--- config.mk ---
export PLATFORM = sky130hd
export DESIGN_NAME = rv32ima_instruction_decoder_unit
export DESIGN_NICKNAME = d
export VERILOG_FILES = /design/src/rtl/core/rvd_pkg.sv /design/src/rtl/core/rvd_decode.sv /design/src/rtl/core/rv32ima_instruction_decoder_unit.sv
export SDC_FILE = /design/constraint.sdc
export NUM_CORES = 1
export LEC_CHECK = 0
export BUFFER_PORTS_ARGS = -buffer_cell sky130_fd_sc_hd__buf_2
export CORE_UTILIZATION = 60
export CTS_BUF_LIST = sky130_fd_sc_hd__clkbuf_8
export CTS_CLUSTER_SIZE = 30
export DETAILED_ROUTE_END_ITERATION = 6
export MAX_ROUTING_LAYER = met4
export PLACE_DENSITY_LB_ADDON = 0.08
export SETUP_SLACK_MARGIN = 0.02
export SYNTH_ARGS = -nofsm -noshare
export SYNTH_HDL_FRONTEND = slang
export SYNTH_HIERARCHICAL = 1
export SYNTH_SLANG_ARGS = --single-unit
--- constraint.sdc ---
create_clock -name clk_i -period 2.9 [get_ports clk_i]
set_input_delay 0.58 -clock clk_i [delete_from_list [all_inputs] [get_ports clk_i]]
set_output_delay 0.58 -clock clk_i [all_outputs]
set_load 0.01 [all_outputs]
--- src/rtl/core/rvd_pkg.sv ---
// package with operation codes, opcode and register index constants for the rv32ima decoder
package rvd_pkg;

  // decoded operation numbers, zero marks an illegal word
  typedef enum logic [6:0] {
    OP_ILLEGAL     = 7'd0,
    OP_LB          = 7'd1,
    OP_LH          = 7'd2,
    OP_LW          = 7'd3,
    OP_LBU         = 7'd4,
    OP_LHU         = 7'd5,
    OP_SB          = 7'd6,
    OP_SH          = 7'd7,
    OP_SW          = 7'd8,
    OP_FENCE       = 7'd9,
    OP_ADDI        = 7'd10,
    OP_SLTI        = 7'd11,
    OP_SLTIU       = 7'd12,
    OP_XORI        = 7'd13,
    OP_ORI         = 7'd14,
    OP_ANDI        = 7'd15,
    OP_SLLI        = 7'd16,
    OP_SRLI        = 7'd17,
    OP_SRAI        = 7'd18,
    OP_LUI         = 7'd19,
    OP_AUIPC       = 7'd20,
    OP_ADD         = 7'd21,
    OP_SUB         = 7'd22,
    OP_SLL         = 7'd23,
    OP_SLT         = 7'd24,
    OP_SLTU        = 7'd25,
    OP_XOR         = 7'd26,
    OP_SRL         = 7'd27,
    OP_SRA         = 7'd28,
    OP_OR          = 7'd29,
    OP_AND         = 7'd30,
    OP_MUL         = 7'd31,
    OP_MULH        = 7'd32,
    OP_MULHSU      = 7'd33,
    OP_MULHU       = 7'd34,
    OP_DIV         = 7'd35,
    OP_DIVU        = 7'd36,
    OP_REM         = 7'd37,
    OP_REMU        = 7'd38,
    OP_LR_W        = 7'd39,
    OP_SC_W        = 7'd40,
    OP_AMOSWAP_W   = 7'd41,
    OP_AMOADD_W    = 7'd42,
    OP_AMOXOR_W    = 7'd43,
    OP_AMOAND_W    = 7'd44,
    OP_AMOOR_W     = 7'd45,
    OP_AMOMIN_W    = 7'd46,
    OP_AMOMAX_W    = 7'd47,
    OP_AMOMINU_W   = 7'd48,
    OP_AMOMAXU_W   = 7'd49,
    OP_BEQ         = 7'd50,
    OP_BNE         = 7'd51,
    OP_BLT         = 7'd52,
    OP_BGE         = 7'd53,
    OP_BLTU        = 7'd54,
    OP_BGEU        = 7'd55,
    OP_JAL         = 7'd56,
    OP_JALR        = 7'd57,
    OP_CSRRW       = 7'd58,
    OP_CSRRS       = 7'd59,
    OP_CSRRC       = 7'd60,
    OP_CSRRWI      = 7'd61,
    OP_CSRRSI      = 7'd62,
    OP_CSRRCI      = 7'd63,
    OP_ECALL       = 7'd64,
    OP_EBREAK      = 7'd65,
    OP_SRET        = 7'd66,
    OP_MRET        = 7'd67,
    OP_WFI         = 7'd68,
    OP_HALT        = 7'd69,
    OP_DUMPREGS    = 7'd70,
    OP_TRACESET    = 7'd71,
    OP_TRACERST    = 7'd72,
    OP_CSRDUMP     = 7'd73,
    OP_SFENCE_VMA  = 7'd74
  } op_e;

  localparam logic [6:0] OpLast = 7'd74;

  // major opcodes
  localparam logic [6:0] OPC_LOAD     = 7'h03;
  localparam logic [6:0] OPC_MISC_MEM = 7'h0F;
  localparam logic [6:0] OPC_OP_IMM   = 7'h13;
  localparam logic [6:0] OPC_AUIPC    = 7'h17;
  localparam logic [6:0] OPC_STORE    = 7'h23;
  localparam logic [6:0] OPC_AMO      = 7'h2F;
  localparam logic [6:0] OPC_OP       = 7'h33;
  localparam logic [6:0] OPC_LUI      = 7'h37;
  localparam logic [6:0] OPC_BRANCH   = 7'h63;
  localparam logic [6:0] OPC_JALR     = 7'h67;
  localparam logic [6:0] OPC_JAL      = 7'h6F;
  localparam logic [6:0] OPC_SYSTEM   = 7'h73;

  // funct7 values
  localparam logic [6:0] F7_BASE   = 7'h00;
  localparam logic [6:0] F7_MULDIV = 7'h01;
  localparam logic [6:0] F7_ALT    = 7'h20;
  localparam logic [6:0] F7_SFENCE = 7'h09;

  // amo funct5 values
  localparam logic [4:0] F5_LR      = 5'h02;
  localparam logic [4:0] F5_SC      = 5'h03;
  localparam logic [4:0] F5_AMOSWAP = 5'h01;
  localparam logic [4:0] F5_AMOADD  = 5'h00;
  localparam logic [4:0] F5_AMOXOR  = 5'h04;
  localparam logic [4:0] F5_AMOAND  = 5'h0C;
  localparam logic [4:0] F5_AMOOR   = 5'h08;
  localparam logic [4:0] F5_AMOMIN  = 5'h10;
  localparam logic [4:0] F5_AMOMAX  = 5'h14;
  localparam logic [4:0] F5_AMOMINU = 5'h18;
  localparam logic [4:0] F5_AMOMAXU = 5'h1C;

  // standard system immediates
  localparam logic [11:0] IMM_ECALL  = 12'h000;
  localparam logic [11:0] IMM_EBREAK = 12'h001;
  localparam logic [11:0] IMM_SRET   = 12'h102;
  localparam logic [11:0] IMM_MRET   = 12'h302;
  localparam logic [11:0] IMM_WFI    = 12'h105;

  // configuration register indexes
  localparam int unsigned CfgIdxW = 3;
  localparam int unsigned CfgDataW = 12;
  localparam logic [CfgIdxW-1:0] CFG_CUSTOM_EN   = 3'd0;
  localparam logic [CfgIdxW-1:0] CFG_ILLEGAL_NOP = 3'd1;
  localparam logic [CfgIdxW-1:0] CFG_HALT        = 3'd2;
  localparam logic [CfgIdxW-1:0] CFG_DUMP_REGS   = 3'd3;
  localparam logic [CfgIdxW-1:0] CFG_TRACE_SET   = 3'd4;
  localparam logic [CfgIdxW-1:0] CFG_TRACE_RST   = 3'd5;
  localparam logic [CfgIdxW-1:0] CFG_CSR_DUMP    = 3'd6;

  // configuration seen by the decode logic
  typedef struct packed {
    logic        custom_en;
    logic [11:0] halt_code;
    logic [11:0] dump_regs_code;
    logic [11:0] trace_set_code;
    logic [11:0] trace_reset_code;
    logic [11:0] csr_dump_code;
  } dec_cfg_t;

endpackage

--- src/rtl/core/rvd_decode.sv ---
// combinational classification of one rv32ima instruction word
module rvd_decode
  import rvd_pkg::*;
(
  input  logic [31:0] instr_i,
  input  dec_cfg_t    cfg_i,
  output op_e         op_o
);

  logic [6:0]  opcode;
  logic [2:0]  funct3;
  logic [6:0]  funct7;
  logic [4:0]  funct5;
  logic [4:0]  rs2;
  logic [11:0] imm12;
  op_e         priv_op;
  op_e         custom_op;

  assign opcode = instr_i[6:0];
  assign funct3 = instr_i[14:12];
  assign funct7 = instr_i[31:25];
  assign funct5 = instr_i[31:27];
  assign rs2    = instr_i[24:20];
  assign imm12  = instr_i[31:20];

  // simulator-specific system codes, first match wins
  always_comb begin
    custom_op = OP_ILLEGAL;
    if (imm12 == cfg_i.halt_code) begin
      custom_op = OP_HALT;
    end else if (imm12 == cfg_i.dump_regs_code) begin
      custom_op = OP_DUMPREGS;
    end else if (imm12 == cfg_i.trace_set_code) begin
      custom_op = OP_TRACESET;
    end else if (imm12 == cfg_i.trace_reset_code) begin
      custom_op = OP_TRACERST;
    end else if (imm12 == cfg_i.csr_dump_code) begin
      custom_op = OP_CSRDUMP;
    end
    if (!cfg_i.custom_en) begin
      custom_op = OP_ILLEGAL;
    end
  end

  // privileged system ops, sfence.vma first, then standard immediates
  always_comb begin
    if (funct7 == F7_SFENCE) begin
      priv_op = OP_SFENCE_VMA;
    end else begin
      unique case (imm12)
        IMM_ECALL:  priv_op = OP_ECALL;
        IMM_EBREAK: priv_op = OP_EBREAK;
        IMM_SRET:   priv_op = OP_SRET;
        IMM_MRET:   priv_op = OP_MRET;
        IMM_WFI:    priv_op = OP_WFI;
        default:    priv_op = custom_op;
      endcase
    end
  end

  // main opcode decode
  always_comb begin
    op_o = OP_ILLEGAL;
    unique case (opcode)
      OPC_LOAD: begin
        unique case (funct3)
          3'd0:    op_o = OP_LB;
          3'd1:    op_o = OP_LH;
          3'd2:    op_o = OP_LW;
          3'd4:    op_o = OP_LBU;
          3'd5:    op_o = OP_LHU;
          default: op_o = OP_ILLEGAL;
        endcase
      end
      OPC_MISC_MEM: op_o = (funct3 == 3'd0) ? OP_FENCE : OP_ILLEGAL;
      OPC_OP_IMM: begin
        unique case (funct3)
          3'd0:    op_o = OP_ADDI;
          3'd1:    op_o = (funct7 == F7_BASE) ? OP_SLLI : OP_ILLEGAL;
          3'd2:    op_o = OP_SLTI;
          3'd3:    op_o = OP_SLTIU;
          3'd4:    op_o = OP_XORI;
          3'd5: begin
            if (funct7 == F7_BASE) begin
              op_o = OP_SRLI;
            end else if (funct7 == F7_ALT) begin
              op_o = OP_SRAI;
            end
          end
          3'd6:    op_o = OP_ORI;
          default: op_o = OP_ANDI;
        endcase
      end
      OPC_AUIPC: op_o = OP_AUIPC;
      OPC_STORE: begin
        unique case (funct3)
          3'd0:    op_o = OP_SB;
          3'd1:    op_o = OP_SH;
          3'd2:    op_o = OP_SW;
          default: op_o = OP_ILLEGAL;
        endcase
      end
      OPC_AMO: begin
        if (funct3 == 3'd2) begin
          unique case (funct5)
            F5_LR:      op_o = (rs2 == 5'd0) ? OP_LR_W : OP_ILLEGAL;
            F5_SC:      op_o = OP_SC_W;
            F5_AMOSWAP: op_o = OP_AMOSWAP_W;
            F5_AMOADD:  op_o = OP_AMOADD_W;
            F5_AMOXOR:  op_o = OP_AMOXOR_W;
            F5_AMOAND:  op_o = OP_AMOAND_W;
            F5_AMOOR:   op_o = OP_AMOOR_W;
            F5_AMOMIN:  op_o = OP_AMOMIN_W;
            F5_AMOMAX:  op_o = OP_AMOMAX_W;
            F5_AMOMINU: op_o = OP_AMOMINU_W;
            F5_AMOMAXU: op_o = OP_AMOMAXU_W;
            default:    op_o = OP_ILLEGAL;
          endcase
        end
      end
      OPC_OP: begin
        if (funct7 == F7_BASE) begin
          unique case (funct3)
            3'd0:    op_o = OP_ADD;
            3'd1:    op_o = OP_SLL;
            3'd2:    op_o = OP_SLT;
            3'd3:    op_o = OP_SLTU;
            3'd4:    op_o = OP_XOR;
            3'd5:    op_o = OP_SRL;
            3'd6:    op_o = OP_OR;
            default: op_o = OP_AND;
          endcase
        end else if (funct7 == F7_MULDIV) begin
          unique case (funct3)
            3'd0:    op_o = OP_MUL;
            3'd1:    op_o = OP_MULH;
            3'd2:    op_o = OP_MULHSU;
            3'd3:    op_o = OP_MULHU;
            3'd4:    op_o = OP_DIV;
            3'd5:    op_o = OP_DIVU;
            3'd6:    op_o = OP_REM;
            default: op_o = OP_REMU;
          endcase
        end else if (funct7 == F7_ALT) begin
          if (funct3 == 3'd0) begin
            op_o = OP_SUB;
          end else if (funct3 == 3'd5) begin
            op_o = OP_SRA;
          end
        end
      end
      OPC_LUI: op_o = OP_LUI;
      OPC_BRANCH: begin
        unique case (funct3)
          3'd0:    op_o = OP_BEQ;
          3'd1:    op_o = OP_BNE;
          3'd4:    op_o = OP_BLT;
          3'd5:    op_o = OP_BGE;
          3'd6:    op_o = OP_BLTU;
          3'd7:    op_o = OP_BGEU;
          default: op_o = OP_ILLEGAL;
        endcase
      end
      OPC_JALR: op_o = (funct3 == 3'd0) ? OP_JALR : OP_ILLEGAL;
      OPC_JAL:  op_o = OP_JAL;
      OPC_SYSTEM: begin
        unique case (funct3)
          3'd0:    op_o = priv_op;
          3'd1:    op_o = OP_CSRRW;
          3'd2:    op_o = OP_CSRRS;
          3'd3:    op_o = OP_CSRRC;
          3'd5:    op_o = OP_CSRRWI;
          3'd6:    op_o = OP_CSRRSI;
          3'd7:    op_o = OP_CSRRCI;
          default: op_o = OP_ILLEGAL;
        endcase
      end
      default: op_o = OP_ILLEGAL;
    endcase
  end

endmodule

--- src/rtl/core/rv32ima_instruction_decoder_unit.sv ---
// top level of the rv32ima instruction decoder: config registers, input and result stages
//
// One instruction word is taken per cycle with start_i (busy_o never rises), and its
// classification appears on operation_o, is_illegal_o and raise_exception_o after the
// input register and the result register, marked by done_o for exactly one cycle. A
// single pass of decode logic lies between those two registers; the sustained rate is
// one transaction per clock. Results cannot be held off by the receiver, so done_o must
// be sampled on the cycle it is high. Configuration writes through cfg_we_i take effect
// on the next clock and should be issued while no transaction is in flight.
module rv32ima_instruction_decoder_unit
  import rvd_pkg::*;
(
  input  logic                clk_i,
  input  logic                rst_ni,
  input  logic                start_i,
  output logic                busy_o,
  input  logic [31:0]         instruction_word_i,
  output logic                done_o,
  output logic [6:0]          operation_o,
  output logic                is_illegal_o,
  output logic                raise_exception_o,
  input  logic                cfg_we_i,
  input  logic [CfgIdxW-1:0]  cfg_index_i,
  input  logic [CfgDataW-1:0] cfg_wdata_i
);

  logic        custom_en_q;
  logic        illegal_nop_q;
  logic [11:0] halt_code_q;
  logic [11:0] dump_regs_code_q;
  logic [11:0] trace_set_code_q;
  logic [11:0] trace_reset_code_q;
  logic [11:0] csr_dump_code_q;

  logic        in_valid_q;
  logic [31:0] word_q;
  logic        done_q;
  logic [6:0]  op_q;
  logic        illegal_q;
  logic        raise_q;

  dec_cfg_t    dec_cfg;
  op_e         dec_op;
  logic        dec_illegal;

  // decoder never stalls
  assign busy_o = 1'b0;

  // configuration registers
  always_ff @(posedge clk_i or negedge rst_ni) begin
    if (!rst_ni) begin
      custom_en_q        <= 1'b0;
      illegal_nop_q      <= 1'b0;
      halt_code_q        <= 12'd2244;
      dump_regs_code_q   <= 12'd2245;
      trace_set_code_q   <= 12'd2246;
      trace_reset_code_q <= 12'd2247;
      csr_dump_code_q    <= 12'd2248;
    end else if (cfg_we_i) begin
      case (cfg_index_i)
        CFG_CUSTOM_EN:   custom_en_q        <= cfg_wdata_i[0];
        CFG_ILLEGAL_NOP: illegal_nop_q      <= cfg_wdata_i[0];
        CFG_HALT:        halt_code_q        <= cfg_wdata_i;
        CFG_DUMP_REGS:   dump_regs_code_q   <= cfg_wdata_i;
        CFG_TRACE_SET:   trace_set_code_q   <= cfg_wdata_i;
        CFG_TRACE_RST:   trace_reset_code_q <= cfg_wdata_i;
        CFG_CSR_DUMP:    csr_dump_code_q    <= cfg_wdata_i;
        default: ;
      endcase
    end
  end

  // input stage valid
  always_ff @(posedge clk_i or negedge rst_ni) begin
    if (!rst_ni) begin
      in_valid_q <= 1'b0;
    end else begin
      in_valid_q <= start_i & ~busy_o;
    end
  end

  // input stage payload
  always_ff @(posedge clk_i) begin
    if (start_i & ~busy_o) begin
      word_q <= instruction_word_i;
    end
  end

  // decode
  assign dec_cfg = '{
    custom_en:        custom_en_q,
    halt_code:        halt_code_q,
    dump_regs_code:   dump_regs_code_q,
    trace_set_code:   trace_set_code_q,
    trace_reset_code: trace_reset_code_q,
    csr_dump_code:    csr_dump_code_q
  };

  rvd_decode u_decode (
    .instr_i (word_q),
    .cfg_i   (dec_cfg),
    .op_o    (dec_op)
  );

  assign dec_illegal = (dec_op == OP_ILLEGAL);

  // result stage strobe
  always_ff @(posedge clk_i or negedge rst_ni) begin
    if (!rst_ni) begin
      done_q <= 1'b0;
    end else begin
      done_q <= in_valid_q;
    end
  end

  // result stage payload
  always_ff @(posedge clk_i) begin
    if (in_valid_q) begin
      op_q      <= dec_op;
      illegal_q <= dec_illegal;
      raise_q   <= dec_illegal & ~illegal_nop_q;
    end
  end

  assign done_o            = done_q;
  assign operation_o       = op_q;
  assign is_illegal_o      = illegal_q;
  assign raise_exception_o = raise_q;

  // every accepted word yields a result strobe on done_o
  a_latency: assert property (@(posedge clk_i) disable iff (!rst_ni)
    (start_i && !busy_o) |-> ##2 done_o)
    else $error("accepted transaction produced no result");

  // illegal flag agrees with the operation code
  a_illegal_code: assert property (@(posedge clk_i) disable iff (!rst_ni)
    done_o |-> (is_illegal_o == (operation_o == OP_ILLEGAL)))
    else $error("illegal flag disagrees with operation");

  // exception only on illegal words
  a_raise_illegal: assert property (@(posedge clk_i) disable iff (!rst_ni)
    (done_o && raise_exception_o) |-> is_illegal_o)
    else $error("exception raised on a legal word");

  // operation code within the defined range
  a_op_range: assert property (@(posedge clk_i) disable iff (!rst_ni)
    done_o |-> (operation_o <= OpLast))
    else $error("operation code out of range");

endmodule

# == Word level (Yosys, flattened, before mapping) ==
# Cells that the tools add are included.
# totals
elab_cells,105
output_inout_bits,11
regBits,105
# classes
eq_ne,47
reduce_logical,14
bitwise_logic,2
n_mux,29
# ops
operator,n
case mux 7 bit (7 select lines),2
two-way mux 7 bit,13
case mux 7 bit (12 select lines),1
case mux 7 bit (11 select lines),1
== test 12 bit,5
case mux 6 bit (7 select lines),1
case mux 6 bit (6 select lines),1
"== test 7 x 6 -> 1 bit, second input constant",5
case mux 7 bit (5 select lines),1
"== test 7 bit, second input constant",4
case mux 4 bit (7 select lines),1
"== test 12 x 9 -> 1 bit, second input constant",2
"== test 3 bit, second input constant",7
"== test 5 bit, second input constant",4
two-way mux 5 bit,3
case mux 3 bit (5 select lines),1
"== test 7 x 4 -> 1 bit, second input constant",2
"== test 7 x 5 -> 1 bit, second input constant",2
zero test 7 bit,2
AND reduction 2 bit,7
"== test 12 x 1 -> 1 bit, second input constant",1
"== test 12 x 10 -> 1 bit, second input constant",1
"== test 3 x 2 -> 1 bit, second input constant",4
zero test 12 bit,1
14 further kinds,20

# == Logic depth before layout (Yosys ltp) ==
# depth
word_depth,13
mapped_depth,10

# == By module ==
# The synthesis kept the hierarchy.
# modules_own_cells
mod,cells_each,seq_area_each_um2,n_inst,area_per_inst_um2
rv32ima_instruction_decoder_unit,185,2862.7,1,3806.2
rvd_decode,306,0.0,1,2014.4

# == Worst setup path after synthesis ==
# Ideal clock, no wire load.
# synth_path
kind,reg-to-reg
from,register word_q[20]
to,"register raise_q, in the netlist raise_exception_o (data pin)"
arrival_time_ns,2.425
stages_incl_launch_ff,10
synth_period_minus_slack_ns,2.582
path_slack_ns,0.318
path_buffers,1
setup_ns,0.157
path_cell_list,edfxtp_1 > buf_6 > or4b_4 > a2111oi_4 > a22oi_2 > and2_4 > a31oi_1 > o21ai_1 > or4_1 > nor3_1
# synth_via
elab_chain_cells,13
elab_cells_between_ends,26
# synth_rtl
item,line,source
from (decl),rv32ima_instruction_decoder_unit.sv:36,logic [31:0] word_q;
from (signal assigned),rv32ima_instruction_decoder_unit.sv:85,word_q <= instruction_word_i;
== test 12 bit,rvd_decode.sv:37,end else if (imm12 == cfg_i.csr_dump_code) begin
two-way mux 7 bit,rvd_decode.sv:37,
two-way mux 7 bit,rvd_decode.sv:35,end else if (imm12 == cfg_i.trace_reset_code) begin
two-way mux 7 bit,rvd_decode.sv:33,end else if (imm12 == cfg_i.trace_set_code) begin
two-way mux 7 bit,rvd_decode.sv:31,end else if (imm12 == cfg_i.dump_regs_code) begin
two-way mux 7 bit,rvd_decode.sv:29,if (imm12 == cfg_i.halt_code) begin
two-way mux 7 bit,rvd_decode.sv:40,if (!cfg_i.custom_en) begin
case mux 7 bit (5 select lines) (*),rvd_decode.sv:50,unique case (imm12)
two-way mux 7 bit (*),rvd_decode.sv:47,if (funct7 == F7_SFENCE) begin
case mux 7 bit (7 select lines) (*),rvd_decode.sv:167,unique case (funct3)
case mux 7 bit (12 select lines) (*),rvd_decode.sv:64,unique case (opcode)
named net dec_op[3],rv32ima_instruction_decoder_unit.sv:43,op_e dec_op;
zero test 7 bit (*),rv32ima_instruction_decoder_unit.sv:105,assign dec_illegal = (dec_op == OP_ILLEGAL);
AND 1 bit (*),rv32ima_instruction_decoder_unit.sv:121,raise_q <= dec_illegal & ~illegal_nop_q;
to (signal assigned),rv32ima_instruction_decoder_unit.sv:121,
to (decl),rv32ima_instruction_decoder_unit.sv:40,logic raise_q;
# Mark *: on every way through the listed nets, which the timed path passes. The rest lies on a longest branch.
# A chain may end at the register's enable or synchronous reset.

# == Worst setup path in the final report ==
# layout_path
from,register word_q[28]
to,"register raise_q, in the netlist raise_exception_o (data pin)"
# layout_via
elab_chain_cells,13
elab_cells_between_ends,46
# layout_rtl
item,line
== test 12 bit,rvd_decode.sv:37
two-way mux 7 bit,rvd_decode.sv:37
two-way mux 7 bit,rvd_decode.sv:35
two-way mux 7 bit,rvd_decode.sv:33
two-way mux 7 bit,rvd_decode.sv:31
two-way mux 7 bit,rvd_decode.sv:29
two-way mux 7 bit,rvd_decode.sv:40
case mux 7 bit (5 select lines),rvd_decode.sv:50
two-way mux 7 bit,rvd_decode.sv:47
case mux 7 bit (7 select lines),rvd_decode.sv:167
case mux 7 bit (12 select lines) (*),rvd_decode.sv:64
named net dec_op[3],rv32ima_instruction_decoder_unit.sv:43
zero test 7 bit (*),rv32ima_instruction_decoder_unit.sv:105
AND 1 bit (*),rv32ima_instruction_decoder_unit.sv:121
# Marks and branches as above.

==> impl_metrics.tcl <==
set metrics [dict create \
    p_per_area_nw_per_um2 555.7 \
    cp_num_buf_inv 0 \
    postSynthCellCount 481 \
    clk_latency_ns 0.37 \
    cap_viol_max_count 0 \
    grt_first_pass_wirelength_um 22290 \
    io-pin-count 62 \
    crit_type "reg -> reg" \
    switching_power_mw 1.115 \
    post-route-min-period_ns 2.841 \
    grt_util_all_layers 0.3128 \
    placedCellCount 643 \
    drt.antenna.violating_nets 0 \
    grt_start_max_net_pins 65 \
    die_height_um 97.92 \
    grt-ovfl-total 0 \
    path_cells "or4b_4, a2111oi_4, a22oi_2, and2_4, a31oi_2, o21ai_2, or4_4, nor3_2" \
    skew_ns 0.01745 \
    min_path_type "in -> async" \
    cts_tree "done" \
    sw_frac_of_total 0.3129 \
    design_area_um2 6411 \
    cts.sinks 95 \
    hpwl_um 9979 \
    timing.final.crit_share 0.9795 \
    layout-drive-gt1-share 0.4127 \
    fmax_mhz 352.0 \
    syn2layout_area_growth_pct 16.14 \
    finalWeightedCongestion 0.8999 \
    rows 34 \
    crit_slowest_cell "or4b_4" \
    cp_top_family "simple AND/OR/NAND/NOR gates" \
    clk_path_buf_depth 2 \
    hold_violations 0 \
    routed_wl_um 13890 \
    p_leak_nw 2.627 \
    root_buffer "clkbuf_8" \
    syn_area_um2 5520 \
    fin_cells 675 \
    synth_nets 532 \
    antenna_found_initial 0 \
    placed_area_um2 6031 \
    status "finished, violations left" \
    rrSetupSlack_ns 0.06 \
    drv_slew 0 \
    syn_area_per_cell_um2 11.48 \
    fin_nets 613 \
    clkTransAtPathRegs_ns 0.10 \
    initial_core_util 0.6269 \
    vias_per_cell 6.267 \
    dieWidth_um 97.92 \
    cp_data_arrival_time_ns 3.05 \
    numPortBuffers 50 \
    power_frac_seq 0.523 \
    cp-start-kind "register" \
    drc 4 \
    finalSetupViolations 0 \
    p_int_mw 2.448 \
    num_antenna_cells 0 \
    timing.slew.headroom 0.4765 \
    ir_drop_mv 0.3722 \
    design.core.area_um2 8806 \
    routedWlPerCell_um 20.58 \
    finalPower_mw 3.563 \
    violations "design-rule violations" \
    dr.first_iter.drc_count 349 \
    max_stage_delay_ns 0.56 \
    cp-end-kind "register" \
    vias 4230 \
    required_ns 3.11 \
    ys_warn_count 6 \
    numCtsBuffers 9 \
    p_comb_frac 0.236 \
    power_frac_clock 0.241 \
    hold_buffers 0 \
    dieArea_um2 9588 \
    tightest_slew_ns 0.7852 \
    h-tree-depth 3 \
    grt_pass1_vias 4104 \
    first_pass_iters 7 \
    cp_max_fo 4 \
]
## worst reg2reg max path: cells and delay by family (launching register included)
kind | cells | cell delay (ns)
AO/OA/AOI/OAI | 4 | 0.87
AND/OR/NAND/NOR | 4 | 1.41
flip-flops | 1 | 0.41
## state kept, by name, indices dropped and copies added, names as in the netlist, 7 cells and up
register and count:
word_q 22, csr_dump_code_q 12, dump_regs_code_q 12, halt_code_q 12
trace_reset_code_q 12, trace_set_code_q 12, operation_o 7
## metrics by stage
step / util / TNS, ns / hold slack (ns) / setup slack [ns]
after CTS: 0.7106 / 0 / 0.3616 / 0.03363
final: 0.7280 / 0 / 0.3573 / 0.05941
after detailed placement: 0.6849 / -0.05546 / 0.5107 / -0.05546
after floorplan: - / 0 / 0.2844 / 0.3182
after global routing: 0.7280 / -0.01336 / 0.3616 / -0.008757
after global placement: 0.6849 / -0.004088 / 0.5070 / -0.004088
## cell type report
| type | count | area [um2] |
|---|---|---|
| multi-input combinational | 347 | 2819 |
| sequential | 95 | 2562 |
| fill | 611 | 2395 |
| timing repair buffer | 105 | 688.2 |
| tap | 108 | 135.1 |
| clock buffer | 9 | 123.9 |
| clock inverter | 7 | 67.56 |
| inverter | 4 | 15.01 |
## power groups by stage
| stage | sequential (mW) | combinational [mW] | clock [mW] |
|---|---|---|---|
| after floorplan | 1.82 | 0.568 | 0 |
| after global placement | 1.88 | 0.755 | 0 |
| after detailed placement | 1.89 | 0.779 | 0 |
| after CTS | 1.86 | 0.800 | 0.873 |
| after global routing | 1.89 | 0.906 | 0.921 |
| final | 1.86 | 0.840 | 0.860 |
## final timing paths
| kind | from | to | cells after the start |
|---|---|---|---|
| max | word_q[28] | raise_exception_o | 8 |
| min | rst_ni | in_valid_q | 2 |
| max reg2reg | word_q[28] | raise_exception_o | 8 |
| min reg2reg | trace_reset_code_q[9] | trace_reset_code_q[9] | 1 |
| max in group asynchronous | rst_ni | dump_regs_code_q[1] | 2 |
| min in group clk_i | instruction_word_i[12] | word_q[12] | 1 |
## placed cells by master (no fill, tap or decap), types with 12 or more instances in the layout
cell type	count
mux2_2	42
edfxtp_1	31
buf_4	53
nand3_1	14
nand2_1	18
buf_2	50
nor4_1	18
xor2_1	61
nor2_1	21
dfstp_2	24
o21ai_0	12
dfrtp_1	40
mux2_4	20
a21oi_1	14
## what timing repair did
item | CTS | global route
pin swaps | 1 | 8
hold endpoints to repair | 0 | 0
resized for setup | 2 | 11
buffers inserted | 3 | 13
setup endpoints to repair | 1 | 2
## routing by layer
metal | GRT usage | vias up | share of wire
met1 | 0.4425 | 2100 | 0.46
met3 | 0.04510 | 26 | 0.063
met2 | 0.4653 | 162 | 0.46
met4 | 0.1037 | 0 | 0.018
met5 | - | - | 0
li1 | - | 1942 | -
No activity file was read; power rests on OpenSTA's default activity.
